## config.mk

```make
export PLATFORM = sky130hd
export DESIGN_NAME = wav_pcm16_mono_parser_core
export DESIGN_NICKNAME = d
export VERILOG_FILES = /design/src/hw/rtl/wpp_pkg.sv /design/src/hw/rtl/wpp_front.sv /design/src/hw/rtl/wpp_queue.sv /design/src/hw/rtl/wpp_back.sv /design/src/hw/rtl/wav_pcm16_mono_parser_core.sv
export SDC_FILE = /design/constraint.sdc
export NUM_CORES = 1
export LEC_CHECK = 0
export ABC_AREA = 1
export BUFFER_PORTS_ARGS = -buffer_cell sky130_fd_sc_hd__buf_4
export CAP_MARGIN = 20
export CORE_MARGIN = 2
export CORE_UTILIZATION = 25
export CTS_CLUSTER_SIZE = 40
export DETAILED_ROUTE_END_ITERATION = 6
export PLACE_DENSITY_LB_ADDON = 0.05
export SETUP_SLACK_MARGIN = 0.02
export SLEW_MARGIN = 10
export SYNTH_ARGS = -nofsm -noshare
export SYNTH_HDL_FRONTEND = slang
export SYNTH_SLANG_ARGS = --single-unit
export TNS_END_PERCENT = 10
```

## constraint.sdc

```tcl
create_clock -name clk -period 10.5 [get_ports clk]
set_input_delay 2.1 -clock clk [delete_from_list [all_inputs] [get_ports clk]]
set_output_delay 2.1 -clock clk [all_outputs]
set_load 0.05 [all_outputs]
```

## src/hw/rtl/wpp_pkg.sv

```systemverilog
// ----------------------------------------------------------------------------
// wpp_pkg
// Shared types and codes for the WAV PCM16 mono parser.
// ----------------------------------------------------------------------------
`default_nettype none

package wpp_pkg;

    localparam logic KIND_SAMPLE = 1'b0;
    localparam logic KIND_REPORT = 1'b1;

    localparam logic [2:0] ST_OK          = 3'd0;
    localparam logic [2:0] ST_NOT_WAV     = 3'd1;
    localparam logic [2:0] ST_SHORT_FMT   = 3'd2;
    localparam logic [2:0] ST_UNSUPPORTED = 3'd3;
    localparam logic [2:0] ST_WRONG_RATE  = 3'd4;
    localparam logic [2:0] ST_NO_SAMPLES  = 3'd5;

    typedef struct packed {
        logic [7:0] file_byte;
        logic       end_of_file;
    } in_item_t;

    typedef struct packed {
        logic               kind;
        logic signed [15:0] sample;
        logic               chunk_first;
        logic [2:0]         status;
        logic               last;
    } out_item_t;

    // One queue entry: everything a single input byte produces.
    typedef struct packed {
        logic               smp_valid;
        logic signed [15:0] sample;
        logic               chunk_first;
        logic               rpt_valid;
        logic [2:0]         status;
    } q_entry_t;

endpackage

`default_nettype wire

```

## src/hw/rtl/wpp_front.sv

```systemverilog
// ----------------------------------------------------------------------------
// wpp_front
// Byte parser: RIFF/WAVE header check, chunk walk, fmt checks, sample pairing.
// ----------------------------------------------------------------------------
`default_nettype none

module wpp_front (
    input  wire logic              clk,
    input  wire logic              rst_n,
    input  wire logic              cfg_wr_en,
    input  wire logic [31:0]       cfg_wr_data,
    input  wire logic              in_valid,
    input  wire wpp_pkg::in_item_t in_data,
    output logic                   in_stall,
    input  wire logic              q_full,
    output logic                   push,
    output wpp_pkg::q_entry_t      push_entry
);

    typedef enum logic [6:0] {
        PH_RIFF  = 7'b0000001,
        PH_HDR   = 7'b0000010,
        PH_FMT   = 7'b0000100,
        PH_DATA  = 7'b0001000,
        PH_SKIP  = 7'b0010000,
        PH_PAD   = 7'b0100000,
        PH_DRAIN = 7'b1000000
    } phase_t;

    localparam logic [31:0] TAG_RIFF    = 32'h5249_4646;
    localparam logic [31:0] TAG_WAVE    = 32'h5741_5645;
    localparam logic [31:0] TAG_FMT     = 32'h666D_7420;
    localparam logic [31:0] TAG_DATA    = 32'h6461_7461;
    localparam logic [31:0] FMT_MIN_LEN = 32'd16;
    localparam logic [31:0] RATE_RESET  = 32'd16000;
    localparam logic [15:0] FMT_PCM     = 16'd1;
    localparam logic [15:0] CHAN_MONO   = 16'd1;
    localparam logic [15:0] BITS_16     = 16'd16;

    phase_t      phase_reg, phase_next;
    logic [31:0] cnt_reg, cnt_next;
    logic [31:0] len_reg, len_next;
    logic [31:0] tag_reg, tag_next;
    logic [55:0] fmt_reg, fmt_next;
    logic [31:0] rate_reg, rate_next;
    logic [7:0]  hold_reg, hold_next;
    logic        have_reg, have_next;
    logic        firstp_reg, firstp_next;
    logic [31:0] req_rate_reg;

    logic        accept;
    logic [7:0]  b;
    logic [31:0] cnt_inc;
    logic        err_v;
    logic [2:0]  err_code;
    logic        smp_v;
    logic        rpt_v;
    logic [2:0]  rpt_status;

    assign in_stall = q_full;
    assign accept   = in_valid && !q_full;
    assign b        = in_data.file_byte;
    assign cnt_inc  = cnt_reg + 32'd1;

    always_comb
    begin
        phase_next  = phase_reg;
        cnt_next    = cnt_reg;
        len_next    = len_reg;
        tag_next    = tag_reg;
        fmt_next    = fmt_reg;
        rate_next   = rate_reg;
        hold_next   = hold_reg;
        have_next   = have_reg;
        firstp_next = firstp_reg;
        err_v       = 1'b0;
        err_code    = wpp_pkg::ST_OK;
        smp_v       = 1'b0;
        rpt_v       = 1'b0;
        rpt_status  = wpp_pkg::ST_OK;

        unique case (phase_reg)
            PH_RIFF:
            begin
                tag_next = {tag_reg[23:0], b};
                cnt_next = cnt_inc;
                if (cnt_inc == 32'd4 && tag_next != TAG_RIFF)
                begin
                    err_v    = 1'b1;
                    err_code = wpp_pkg::ST_NOT_WAV;
                end
                else if (cnt_inc == 32'd12)
                begin
                    if (tag_next != TAG_WAVE)
                    begin
                        err_v    = 1'b1;
                        err_code = wpp_pkg::ST_NOT_WAV;
                    end
                    else
                    begin
                        phase_next = PH_HDR;
                        cnt_next   = 32'd0;
                    end
                end
            end
            PH_HDR:
            begin
                if (cnt_reg == 32'd0)
                    len_next = 32'd0;
                if (cnt_reg < 32'd4)
                    tag_next = {tag_reg[23:0], b};
                else
                    len_next[8*cnt_reg[1:0] +: 8] = b;
                cnt_next = cnt_inc;
                if (cnt_inc == 32'd8)
                begin
                    if (tag_next == TAG_FMT && len_next < FMT_MIN_LEN)
                    begin
                        err_v    = 1'b1;
                        err_code = wpp_pkg::ST_SHORT_FMT;
                    end
                    else
                    begin
                        cnt_next = 32'd0;
                        if (tag_next == TAG_DATA)
                        begin
                            have_next   = 1'b0;
                            firstp_next = 1'b1;
                        end
                        if (len_next == 32'd0)
                            phase_next = PH_HDR;
                        else if (tag_next == TAG_FMT)
                            phase_next = PH_FMT;
                        else if (tag_next == TAG_DATA)
                            phase_next = PH_DATA;
                        else
                            phase_next = PH_SKIP;
                    end
                end
            end
            PH_FMT:
            begin
                if (cnt_reg < 32'd7)
                    fmt_next = {b, fmt_reg[55:8]};
                if (cnt_reg == 32'd7)
                begin
                    rate_next = {b, fmt_reg[55:32]};
                    if (fmt_reg[15:0] != FMT_PCM || fmt_reg[31:16] != CHAN_MONO)
                    begin
                        err_v    = 1'b1;
                        err_code = wpp_pkg::ST_UNSUPPORTED;
                    end
                end
                else if (cnt_reg == 32'd14)
                    hold_next = b;
                else if (cnt_reg == 32'd15 && {b, hold_reg} != BITS_16)
                begin
                    err_v    = 1'b1;
                    err_code = wpp_pkg::ST_UNSUPPORTED;
                end
                cnt_next = cnt_inc;
                if (!err_v && cnt_inc == len_reg)
                begin
                    cnt_next   = 32'd0;
                    phase_next = len_reg[0] ? PH_PAD : PH_HDR;
                end
            end
            PH_DATA:
            begin
                if (!cnt_reg[0])
                    hold_next = b;
                else
                begin
                    smp_v       = 1'b1;
                    firstp_next = 1'b0;
                    have_next   = 1'b1;
                end
                cnt_next = cnt_inc;
                if (cnt_inc == len_reg)
                begin
                    cnt_next   = 32'd0;
                    phase_next = len_reg[0] ? PH_PAD : PH_HDR;
                end
            end
            PH_SKIP:
            begin
                cnt_next = cnt_inc;
                if (cnt_inc == len_reg)
                begin
                    cnt_next   = 32'd0;
                    phase_next = len_reg[0] ? PH_PAD : PH_HDR;
                end
            end
            PH_PAD:
            begin
                phase_next = PH_HDR;
                cnt_next   = 32'd0;
            end
            PH_DRAIN:
                phase_next = PH_DRAIN;
            default:
                phase_next = PH_DRAIN;
        endcase

        if (err_v)
        begin
            rpt_v      = 1'b1;
            rpt_status = err_code;
            phase_next = PH_DRAIN;
        end

        if (in_data.end_of_file)
        begin
            if (!err_v && phase_reg != PH_DRAIN)
            begin
                rpt_v = 1'b1;
                if (phase_next == PH_RIFF)
                    rpt_status = wpp_pkg::ST_NOT_WAV;
                else if (phase_next == PH_FMT && cnt_next < FMT_MIN_LEN)
                    rpt_status = wpp_pkg::ST_UNSUPPORTED;
                else if (rate_next != req_rate_reg)
                    rpt_status = wpp_pkg::ST_WRONG_RATE;
                else if (!have_next)
                    rpt_status = wpp_pkg::ST_NO_SAMPLES;
                else
                    rpt_status = wpp_pkg::ST_OK;
            end
            phase_next  = PH_RIFF;
            cnt_next    = 32'd0;
            rate_next   = 32'd0;
            have_next   = 1'b0;
            firstp_next = 1'b0;
        end
    end

    assign push                   = accept && (smp_v || rpt_v);
    assign push_entry.smp_valid   = smp_v;
    assign push_entry.sample      = {b, hold_reg};
    assign push_entry.chunk_first = firstp_reg;
    assign push_entry.rpt_valid   = rpt_v;
    assign push_entry.status      = rpt_status;

    always_ff @(posedge clk or negedge rst_n)
    begin
        if (!rst_n)
        begin
            phase_reg    <= PH_RIFF;
            cnt_reg      <= 32'd0;
            len_reg      <= 32'd0;
            rate_reg     <= 32'd0;
            have_reg     <= 1'b0;
            firstp_reg   <= 1'b0;
            req_rate_reg <= RATE_RESET;
        end
        else
        begin
            if (cfg_wr_en)
                req_rate_reg <= cfg_wr_data;
            if (accept)
            begin
                phase_reg  <= phase_next;
                cnt_reg    <= cnt_next;
                len_reg    <= len_next;
                rate_reg   <= rate_next;
                have_reg   <= have_next;
                firstp_reg <= firstp_next;
            end
        end
    end

    always_ff @(posedge clk)
    begin
        if (accept)
        begin
            tag_reg  <= tag_next;
            fmt_reg  <= fmt_next;
            hold_reg <= hold_next;
        end
    end

endmodule

`default_nettype wire

```

## src/hw/rtl/wpp_queue.sv

```systemverilog
// ----------------------------------------------------------------------------
// wpp_queue
// Small FIFO of parser results between the front and the back.
// ----------------------------------------------------------------------------
`default_nettype none

module wpp_queue #(
    parameter int DEPTH = 4
) (
    input  wire logic              clk,
    input  wire logic              rst_n,
    input  wire logic              push,
    input  wire wpp_pkg::q_entry_t push_entry,
    input  wire logic              pop,
    output logic                   full,
    output logic                   head_valid,
    output wpp_pkg::q_entry_t      head_entry
);

    localparam int AW = (DEPTH > 1) ? $clog2(DEPTH) : 1;
    localparam int CW = $clog2(DEPTH + 1);
    localparam logic [AW-1:0] LAST_IDX  = AW'(DEPTH - 1);
    localparam logic [CW-1:0] DEPTH_CNT = CW'(DEPTH);

    wpp_pkg::q_entry_t mem [DEPTH];
    logic [AW-1:0] wr_ptr_reg, rd_ptr_reg;
    logic [CW-1:0] cnt_reg;
    logic          do_push, do_pop;

    assign full       = (cnt_reg == DEPTH_CNT);
    assign head_valid = (cnt_reg != '0);
    assign head_entry = mem[rd_ptr_reg];
    assign do_push    = push && !full;
    assign do_pop     = pop && head_valid;

    always_ff @(posedge clk)
    begin
        if (do_push)
            mem[wr_ptr_reg] <= push_entry;
    end

    always_ff @(posedge clk or negedge rst_n)
    begin
        if (!rst_n)
        begin
            wr_ptr_reg <= '0;
            rd_ptr_reg <= '0;
            cnt_reg    <= '0;
        end
        else
        begin
            if (do_push)
                wr_ptr_reg <= (wr_ptr_reg == LAST_IDX) ? '0 : wr_ptr_reg + AW'(1);
            if (do_pop)
                rd_ptr_reg <= (rd_ptr_reg == LAST_IDX) ? '0 : rd_ptr_reg + AW'(1);
            if (do_push && !do_pop)
                cnt_reg <= cnt_reg + CW'(1);
            else if (do_pop && !do_push)
                cnt_reg <= cnt_reg - CW'(1);
        end
    end

endmodule

`default_nettype wire

```

## src/hw/rtl/wpp_back.sv

```systemverilog
// ----------------------------------------------------------------------------
// wpp_back
// Result sequencer: splits queue entries into sample and report results and
// holds them in the output register.
// ----------------------------------------------------------------------------
`default_nettype none

module wpp_back (
    input  wire logic              clk,
    input  wire logic              rst_n,
    input  wire logic              head_valid,
    input  wire wpp_pkg::q_entry_t head_entry,
    output logic                   pop,
    output logic                   out_valid,
    input  wire logic              out_stall,
    output wpp_pkg::out_item_t     out_data
);

    logic               out_valid_reg, out_valid_next;
    wpp_pkg::out_item_t out_reg, out_next;
    logic               rpt_pend_reg, rpt_pend_next;
    logic               load_ok;
    wpp_pkg::out_item_t smp_item, rpt_item;

    always_comb
    begin
        smp_item.kind        = wpp_pkg::KIND_SAMPLE;
        smp_item.sample      = head_entry.sample;
        smp_item.chunk_first = head_entry.chunk_first;
        smp_item.status      = wpp_pkg::ST_OK;
        smp_item.last        = 1'b0;

        rpt_item.kind        = wpp_pkg::KIND_REPORT;
        rpt_item.sample      = '0;
        rpt_item.chunk_first = 1'b0;
        rpt_item.status      = head_entry.status;
        rpt_item.last        = 1'b1;
    end

    assign load_ok = !out_valid_reg || !out_stall;

    always_comb
    begin
        out_valid_next = out_valid_reg;
        out_next       = out_reg;
        rpt_pend_next  = rpt_pend_reg;
        pop            = 1'b0;
        if (load_ok)
        begin
            out_valid_next = head_valid;
            if (head_valid)
            begin
                if (rpt_pend_reg || !head_entry.smp_valid)
                begin
                    out_next      = rpt_item;
                    rpt_pend_next = 1'b0;
                    pop           = 1'b1;
                end
                else
                begin
                    out_next      = smp_item;
                    rpt_pend_next = head_entry.rpt_valid;
                    pop           = !head_entry.rpt_valid;
                end
            end
        end
    end

    always_ff @(posedge clk or negedge rst_n)
    begin
        if (!rst_n)
        begin
            out_valid_reg <= 1'b0;
            rpt_pend_reg  <= 1'b0;
        end
        else
        begin
            out_valid_reg <= out_valid_next;
            rpt_pend_reg  <= rpt_pend_next;
        end
    end

    always_ff @(posedge clk)
    begin
        out_reg <= out_next;
    end

    assign out_valid = out_valid_reg;
    assign out_data  = out_reg;

endmodule

`default_nettype wire

```

## src/hw/rtl/wav_pcm16_mono_parser_core.sv

```systemverilog
// ----------------------------------------------------------------------------
// wav_pcm16_mono_parser_core
// WAV file parser for 16-bit mono PCM, one file byte per request.
//
// Input channel in_valid/in_stall/in_data carries file_byte and end_of_file.
// Output channel out_valid/out_stall/out_data carries samples (kind 0, Q1.15,
// chunk_first on the first sample of each data chunk) and one status report
// (kind 1, last 1) that closes each file.
// cfg_wr_en/cfg_wr_data write the required sample rate; write it only while
// the block is idle.
// Throughput: one byte per cycle while in_stall is low. A byte that completes
// a sample and also ends the file yields a sample result and then its report.
// Path: a result is written into the result queue on the edge that accepts
// its byte, and loads into the output register once it reaches the queue head
// and the output register is free.
// in_stall rises when the result queue is full; a stalled output holds.
// Reset: required rate 16000 Hz, parser at the RIFF header, queue empty.
// ----------------------------------------------------------------------------
`default_nettype none

module wav_pcm16_mono_parser_core #(
    parameter int QUEUE_DEPTH = 4
) (
    input  wire logic              clk,
    input  wire logic              rst_n,
    input  wire logic              cfg_wr_en,
    input  wire logic [31:0]       cfg_wr_data,
    input  wire logic              in_valid,
    output logic                   in_stall,
    input  wire wpp_pkg::in_item_t in_data,
    output logic                   out_valid,
    input  wire logic              out_stall,
    output wpp_pkg::out_item_t     out_data
);

    logic              q_full;
    logic              push;
    wpp_pkg::q_entry_t push_entry;
    logic              pop;
    logic              head_valid;
    wpp_pkg::q_entry_t head_entry;

    wpp_front u_front (
        .clk         (clk),
        .rst_n       (rst_n),
        .cfg_wr_en   (cfg_wr_en),
        .cfg_wr_data (cfg_wr_data),
        .in_valid    (in_valid),
        .in_data     (in_data),
        .in_stall    (in_stall),
        .q_full      (q_full),
        .push        (push),
        .push_entry  (push_entry)
    );

    wpp_queue #(
        .DEPTH (QUEUE_DEPTH)
    ) u_queue (
        .clk        (clk),
        .rst_n      (rst_n),
        .push       (push),
        .push_entry (push_entry),
        .pop        (pop),
        .full       (q_full),
        .head_valid (head_valid),
        .head_entry (head_entry)
    );

    wpp_back u_back (
        .clk        (clk),
        .rst_n      (rst_n),
        .head_valid (head_valid),
        .head_entry (head_entry),
        .pop        (pop),
        .out_valid  (out_valid),
        .out_stall  (out_stall),
        .out_data   (out_data)
    );

endmodule

`default_nettype wire

```

=== Yosys cells after proc, flatten, opt, wreduce, memory -nomap -nowiden ===
Memories as Yosys holds them, arrays and structs flattened.
Cells that the tools add are included.

* Bits in registers: 264
* Memories: 1
* Logic and storage cells: 200
* Output and inout port bits: 24
* Input bits: 46
* Memory bits (writable): 88

{| class="wikitable"
|+ Memory list
! name !! depth !! width !! read ports !! clocked after Yosys merged registers in !! write ports !! RTL line !! RTL
|-
| u_queue.mem || 4 || 22 || 1 || 0 || 1 || wpp_queue.sv:25 || <nowiki>wpp_pkg::q_entry_t mem [DEPTH];</nowiki>
|}

* Multiplexer cells: 94
* Eq/ne operators: 34
* Add/sub/neg operators: 6
* Reductions and logical operators: 39
* Shift-type cells: 2
* Magnitude comparators: 4

{| class="wikitable"
|+ Operator list
! operator !! number
|-
| two-way mux 32 bit || 17
|-
| case mux 32 bit (5 select lines) || 1
|-
| equality test 32 x 4 -> 1 bit (second input constant) || 4
|-
| two-way mux 7 bit || 11
|-
| equality test 32 x 3 -> 1 bit (second input constant) || 2
|-
| equality test 32 x 31 -> 1 bit (second input constant) || 2
|-
| zero test 32 bit || 2
|-
| < comparator 32 x 3 -> 1 bit (second input constant) || 2
|-
| < comparator 32 x 5 -> 1 bit (second input constant) || 2
|-
| != test 32 x 31 -> 1 bit (second input constant) || 2
|-
| case mux 32 bit (2 select lines) || 1
|-
| two-way mux 3 bit || 14
|-
| case mux 7 bit (5 select lines) || 1
|-
| negator 5 -> 34 bit || 1
|-
| variable shift 8 x 34 -> 32 bit (first input constant) || 1
|-
| indexed part select 8 x 34 -> 32 bit || 1
|-
| adder 32 x 1 -> 32 bit (second input constant) || 1
|-
| bitwise mux 32 bit || 1
|-
| equality test 32 bit || 1
|-
| two-way mux 1 bit || 32
|-
| != test 16 x 1 -> 1 bit (second input constant) || 2
|-
| != test 32 bit || 1
|-
| two-way mux 8 bit || 3
|-
| two-way mux 22 bit || 1
|-
| other kinds (34) || 73
|}

=== Depth between registers and ports, before layout ===
Gate-level depths: netlist of run 1.

* Word-level depth: 22
* Depth in mapped cells: 29
* Mapped depth without buffers: 27

=== Hierarchy ===
A second synthesis of run 1 with hierarchy kept.

* Cells, all modules: 2563
* Area, all modules: 20126.8 um^2

{| class="wikitable"
|+ By module, submodules not included
! module !! area each (um^2) !! times used !! cells each !! sequential area each (um^2)
|-
| wpp_front || 15114.5 || 1 || 2171 || 6319.8
|-
| wpp_queue || 4082.7 || 1 || 316 || 2817.7
|-
| wpp_back || 929.6 || 1 || 76 || 680.7
|}

=== Worst setup path after synthesis of run 1 ===
No wires, ideal clock.

* Kind: input to register
* From: in in_valid
* To: reg u_front.fmt_reg[0], enable pin
* Data arrival time: 6.471 ns
* Slack: 3.491 ns
* Setup time: 0.539 ns
* Stages: 5
* Data required time: 9.961 ns
* Buffers on the path: 1
* Path through: inv_1 nor2_1 clkbuf_1 nand3_1 nor3_1

* Longest elaborated chain between the ends: 2

{| class="wikitable"
|+ RTL lines
! item !! RTL line !! RTL
|-
| from (decl) || wav_pcm16_mono_parser_core.sv:28 || <nowiki>input wire logic in_valid,</nowiki>
|-
| logical AND 1 bit || wpp_front.sv:61 || <nowiki>assign accept = in_valid && !q_full;</nowiki>
|-
| AND reduction 3 bit (no line) || -- ||
|-
| to (signal assigned) || wpp_front.sv:276 || <nowiki>fmt_reg <= fmt_next;</nowiki>
|-
| to (decl) || wpp_front.sv:44 || <nowiki>logic [55:0] fmt_reg, fmt_next;</nowiki>
|}

No other way between the ends.
A chain may end at the register's enable or synchronous reset.

=== Worst setup path after layout of run 1 ===
* From: reg u_front.cnt_reg[0]
* To: reg u_queue.cnt_reg[2]

* Longest elaborated chain between the ends: 21
* Elaborated cells between the ends (all ways): 48
* Those cells by class: add/sub: 2; order compare: 2; eq/ne: 7; shift: 2; mux: 22; reduce/logical: 13

{| class="wikitable"
|+ RTL lines
! item !! RTL line !! RTL
|-
| from (decl) || wpp_front.sv:41 || <nowiki>logic [31:0] cnt_reg, cnt_next;</nowiki>
|-
| from (signal assigned) || wpp_front.sv:262 || <nowiki>cnt_reg <= cnt_next;</nowiki>
|-
| parallel branches: the longest is 15 deep, another holds negator 5 -> 34 bit || -- ||
|-
| logical OR 1 bit * || wpp_front.sv:236 || <nowiki>assign push = accept && (smp_v || rpt_v);</nowiki>
|-
| logical AND 1 bit * || wpp_front.sv:236 ||
|-
| logical AND 1 bit * || wpp_queue.sv:33 || <nowiki>assign do_push = push && !full;</nowiki>
|-
| named net u_queue.do_push || wpp_queue.sv:28 || <nowiki>logic do_push, do_pop;</nowiki>
|-
| zero test 1 bit || wpp_queue.sv:58 || <nowiki>else if (do_pop && !do_push)</nowiki>
|-
| logical AND 1 bit || wpp_queue.sv:58 ||
|-
| nonzero test 2 bit (no line) || -- ||
|-
| to (signal assigned) || wpp_queue.sv:57 || <nowiki>cnt_reg <= cnt_reg + CW'(1);</nowiki>
|-
| to (signal assigned) || wpp_queue.sv:59 || <nowiki>cnt_reg <= cnt_reg - CW'(1);</nowiki>
|-
| to (decl) || wpp_queue.sv:27 || <nowiki>logic [CW-1:0] cnt_reg;</nowiki>
|}

Mark *: on every way through the listed nets, which the timed path passes. The select of a mux whose other input is x is not followed.

==> results of run 1 <==
where the power goes:
group | leakage [nW] | switching (mW) | total (mW) | internal, mW
logic | 4.80 | 1.05 | 1.43 | 0.378
registers | 3.73 | 0.136 | 1.82 | 1.68
clock network | 0.761 | 0.672 | 1.64 | 0.972
total | 9.29 | 1.86 | 4.89 | 3.03
per-stage QoR:
step / instances / cell area, um^2
global placement: 3461 / 21170
finish: 3547 / 22750
global route: 3546 / 22740
CTS: 3545 / 22740
detailed placement: 3461 / 21170
floorplan: 2419 / 19490
cell families after synthesis:
| group | synth area share (%) |
|---|---|
| buffers and inverters | 7.402 |
| XOR/XNOR | 1.522 |
| AND/OR/NAND/NOR | 28.72 |
| AO/OA/AOI/OAI | 10.37 |
| multiplexers | 0.7383 |
| adder cells (fa/ha/maj) | 0.8731 |
| flip-flops | 50.38 |
layer usage:
metal  routed length [um]  GRT usage (%)  vias up  share of wire [%]
met1                35020          25.71     8078                 49
met3                 3818          2.874       76                5.3
li1                     -              -     8223                  -
met5                    0              0        -                  0
met2                31370          27.10      401                 44
met4                 1319          4.021        0                1.8
area by class of cell:
class / count / area [um^2] / share of cell area, %
flip-flops and latches: 351 / 9818 / 43.17
clock inverters: 27 / 366.6 / 1.612
well taps: 1040 / 1301 / 5.721
clock buffers: 57 / 1202 / 5.286
multi-input cells: 1703 / 8302 / 36.50
inverters: 270 / 1013 / 4.456
diodes: 1 / 2.502 / 0.01100
repair buffers: 98 / 739.5 / 3.251
critical path: cells and delay by family, from the launching register on:
family                     cells  cell delay, ns
DFF                            1            0.70
xor gates and xnor gates       1            0.15
AOI/OAI and AO/OA              4            0.66
and+or+nand+nor               14            1.99
adders and majority gates      3            0.90
buffers and inverters          6            1.31
final timing paths:
kind	slack [ns]	end	cells past startpoint	startpoint
hold / removal	0.45	u_front.fmt_reg[29]$_DFFE_PP_	0	u_front.fmt_reg[37]$_DFFE_PP_
min in group asynchronous	1.57	u_front.rate_reg[5]$_DFFE_PN0P_	1	rst_n
hold reg to reg	0.45	u_front.fmt_reg[29]$_DFFE_PP_	0	u_front.fmt_reg[37]$_DFFE_PP_
setup / recovery	4.58	u_queue.cnt_reg[2]$_DFFE_PN0P_	28	u_front.cnt_reg[0]$_DFFE_PN0P_
max in group asynchronous	7.27	u_front.len_reg[1]$_DFFE_PN0P_	2	rst_n
setup reg to reg	4.58	u_queue.cnt_reg[2]$_DFFE_PN0P_	28	u_front.cnt_reg[0]$_DFFE_PN0P_
placed cells by master, fill, tap and decap left out, drive strengths merged, types with 42 or more instances in the layout:
cell / instances
o21ai: 256
inv: 269
clkbuf: 57
nand3: 179
nand4: 78
dfrtp: 139
nor2: 348
nand2: 577
nor3: 42
edfxtp: 205
buf: 98
==> results.cfg, run 1 <==
[sta]
finalSetupTns_ns = 0
holdWs_ns = 0.4462
fmax_mhz = 168.8
finClkSkew_ns = 0.06005
report.final.hold_viol_count = 0
worst_slew_pin_slew_ns = 1.101
period_needed_ns = 5.923
final_max_slew_viol_count = 0
period_share_pct = 56.41
slew-limit-headroom_pct = 26.63
rsz0062_at_grt = no
worst_slack_ns = 4.577
setup_viol = 0

[synthesis]
synthTopCellsByCount = nand2_1 (560), nor2_1 (333), inv_1 (260)
avgSynthCellArea_um2 = 8.057
synth_edf_count = 205
synth_area_um2 = 19490
async_reset_ff_share_pct = 41.60
synthTopCellsByArea = edfxtp_1 (32%), dfrtp_1 (18%), nand2_1 (11%)
ys_seq_elements = 351
yosys_warnings = 0
seq_area_frac_synth_pct = 50.38
synth_ff_type = edfxtp_1
synthCells = 2419
synth_cell_types = 53
synth.top_cell.area_share_pct = 31.59
synth_nets = 2478
synth.most_common_cell = nand2_1
yosysTopAreaCell = edfxtp_1

[setup_path]
path_common_cell = nor2_1
path_class = flop to flop
slowest_delay_ns = 0.70
critPathRequiredTime_ns = 10.96
worstPathArrival_ns = 6.38
worstPathMaxFanout = 22
start_kind = flop
end_kind = flop
worst_path_max_delay_cell = dfrtp_1

[route]
drc = 0
ant_nets = 0
vias = 16780
viasPerCell = 4.730
drtPass1Iterations = 5
drt_wl_total_mm = 71.53
drt_iter0_drc = 1250
wl_per_cell_um = 20.17

[global_route]
grt_pass1_wl_mm = 107.9
grtUsageTotal_pct = 17.60
grt_max_degree = 91
grt_pass1_vias = 16560
grt_overflow_total = 0
antenna_found_initial = 0

[floorplan]
die-area_um2 = 80210
start_util_pct = 25.20
rows = 102
die_y_um = 283.2
coreArea_um2 = 77340
die_x_um = 283.2
ios = 70

[worst_hold_path]
hp-class = flop to flop

[placement]
io_buffers = 69
dp_hpwl_mm = 51.94
post-place-ws_ns = 4.578
gp_congestion = 0.8829

[cts]
htreeDepth = 2
numCtsBuffers = 46
cts_resized = 0
cts_setup_buffers = 0
cts_hold_buf = 0
clk_latency_ns = 0.63
clk_pin_slew_worst_paths_ns = 0.06
cts.sink_count = 351
clk_path_buf_depth = 3
cts_tree = built
root_buffer = clkbuf_16

[finish]
nets = 2529
drive_gt1_share_pct = 10.02
fin_util_pct = 29.41
area_growth_pct = 16.71
largest_reg_flops = 88
fillers = 8379

[power_and_ir_drop]
power.leakage_nw = 9.290
finalPower_mw = 4.888
p_per_area_nw_per_um2 = 214.9
vdd_drop_max_mv = 0.1316

[flow_run]
drv_cap = 0

[run_status]
outcome = completed
No activity file was read; power rests on OpenSTA's default activity.
==> inputs of run 2 (changes only) <==
==> constraint.sdc (replaced) <==
create_clock -name clk -period 5.21 [get_ports clk]
set_input_delay 1.042 -clock clk [delete_from_list [all_inputs] [get_ports clk]]
set_output_delay 1.042 -clock clk [all_outputs]
set_load 0.05 [all_outputs]
==> results.cfg, run 2 (synthesized netlist as in run 1, its figures left out) <==
[global_route]
grt_max_degree = 82
antenna_found_initial = 2
grt_overflow_total = 0
grt_pass1_vias = 16640
grtUsageTotal_pct = 17.61
grt_pass1_wl_mm = 107.9

[placement]
post-place-ws_ns = 0.4629
io_buffers = 69
dpl.cell_count = 3491
dp_hpwl_mm = 51.19
gp_congestion = 0.8922

[cts]
cts_resized = 0
cts_tree = built
clk_path_buf_depth = 3
root_buffer = clkbuf_16
cts.sink_count = 351
cts_hold_buf = 0
htreeDepth = 2
clk_latency_ns = 0.62
cts_setup_buffers = 0
clk_pin_slew_worst_paths_ns = 0.06
numCtsBuffers = 46

[setup_path]
path_class = flop to flop
worstPathArrival_ns = 5.13
r2r-end = u_queue.cnt_reg[2]$_DFFE_PN0P_
start_kind = flop
r2r-start = u_front.cnt_reg[21]$_DFFE_PN0P_
endpoint = u_queue.cnt_reg[2]$_DFFE_PN0P_
crit_start = u_front.cnt_reg[21]$_DFFE_PN0P_
critPathRequiredTime_ns = 5.67
r2r_slack_ns = 0.54
ff2ff_path_depth = 26
worstPathMaxFanout = 60
end_kind = flop

[finish]
fillers = 8389
nets = 2558
drive_gt1_share_pct = 10.88
layout_commonest_cell = nand2_1
final-instance-count-excl-fill = 3578
largest_reg_flops = 88
final_cell_mix = nand2_1 (560), nor2_1 (323), inv_1 (260)
area_growth_pct = 17.57

[floorplan]
die-area_um2 = 80210
die_x_um = 283.2
rows = 102
die_y_um = 283.2
ios = 70
coreArea_um2 = 77340
start_util_pct = 25.20

[worst_hold_path]
min_path_cells = 0
hp-class = flop to flop

[run_status]
outcome = completed

[sta]
worst_slack_ns = 0.5434
finalSetupTns_ns = 0
period_needed_ns = 4.667
period_share_pct = 89.57
worst_slew_pin_slew_ns = 1.018
rsz0062_at_grt = no
fmax_mhz = 214.3
holdWs_ns = 0.4458
report.final.hold_viol_count = 0
setup_viol = 0
final_max_slew_viol_count = 0
slew-limit-headroom_pct = 31.94
finClkSkew_ns = 0.04667

[route]
drtPass1Iterations = 5
drt_wl_total_mm = 71.34
viasPerCell = 4.739
vias = 16960
drt_iter0_drc = 1249
wl_per_cell_um = 19.94
ant_nets = 0
drc = 0

[flow_run]
drv_cap = 0

[power_and_ir_drop]
vdd_drop_max_mv = 0.2275
finalPower_mw = 9.701
p_per_area_nw_per_um2 = 423.4
power.leakage_nw = 9.397
==> run 2: changes by cell type in the layout (fill, tap and decap cells not counted), moves of 3 or more <==
| cell | delta |
|---|---|
| bufinv_16 | -4 |
| clkbuf_1 | +8 |
| clkbuf_8 | +4 |
| buf_12 | +3 |
| buf_4 | +26 |
==> run 2: per-stage QoR <==
| stage | utilization (%) | cell area (um^2) |
|---|---|---|
| 5_1_grt | 29.62 | 22910 |
| 6_report | 29.63 | 22910 |
| 3_5_place_dp | 27.71 | 21430 |
| 3_3_place_gp | 27.71 | 21430 |
| 4_1_cts | 29.62 | 22910 |
| 2_1_floorplan | - | 19490 |
==> run 2: layout make-up <==
cell class / count / area, um^2 / area share [%]
Clock inverter: 17 / 188.9 / 0.8246
Antenna cell: 1 / 2.502 / 0.01092
Multi-Input combinational cell: 1703 / 8305 / 36.25
Clock buffer: 69 / 1287 / 5.619
Inverter: 270 / 1013 / 4.423
Timing Repair Buffer: 127 / 994.7 / 4.341
Sequential cell: 351 / 9818 / 42.85
Tap cell: 1040 / 1301 / 5.679
==> run 2: critical path, cell delays in order, from the launching register on <==
cell	delay (ns)
dfrtp_1	0.43
inv_1	0.15
nand4_1	0.15
nor2_1	0.27
nand2_1	0.20
inv_2	0.15
nand2_2	0.15
buf_12	0.23
o21ai_0	0.22
and2_1	0.22
nand3_1	0.08
nor2_1	0.21
nand2_1	0.09
nor2_2	0.22
nand2_1	0.13
o31ai_1	0.21
inv_1	0.08
and2_4	0.15
nand3_2	0.07
nand2_2	0.06
inv_2	0.08
ha_1	0.13
inv_1	0.06
fa_1	0.37
a21oi_1	0.14
o21ai_0	0.11
xor2_1	0.15
==> run 2: how the worst min path moves through the flow <==
stage	slack, ns	from	to
6_report	0.45	u_front.fmt_reg[45]$_DFFE_PP_	u_front.fmt_reg[37]$_DFFE_PP_
3_5_place_dp	0.43	u_front.fmt_reg[45]$_DFFE_PP_	u_front.fmt_reg[37]$_DFFE_PP_
5_1_grt	0.46	u_front.fmt_reg[19]$_DFFE_PP_	u_front.fmt_reg[11]$_DFFE_PP_
2_1_floorplan	0.42	u_front.fmt_reg[32]$_DFFE_PP_	u_front.fmt_reg[24]$_DFFE_PP_
3_3_place_gp	0.44	u_front.fmt_reg[45]$_DFFE_PP_	u_front.fmt_reg[37]$_DFFE_PP_
4_1_cts	0.45	u_front.fmt_reg[45]$_DFFE_PP_	u_front.fmt_reg[37]$_DFFE_PP_
==> run 2: power breakdown <==
group | switching [mW] | internal, mW
clock | 1.33 | 1.82
sequential | 0.210 | 3.39
combinational | 2.14 | 0.807
total | 3.68 | 6.02
==> run 2: layer usage <==
metal	GRT usage, %	up-vias	part of all wire [%]
met5	0	-	0
met4	4.762	0	2.4
met3	2.415	98	4.3
met2	27.56	416	45
met1	25.36	8168	49
li1	-	8275	-
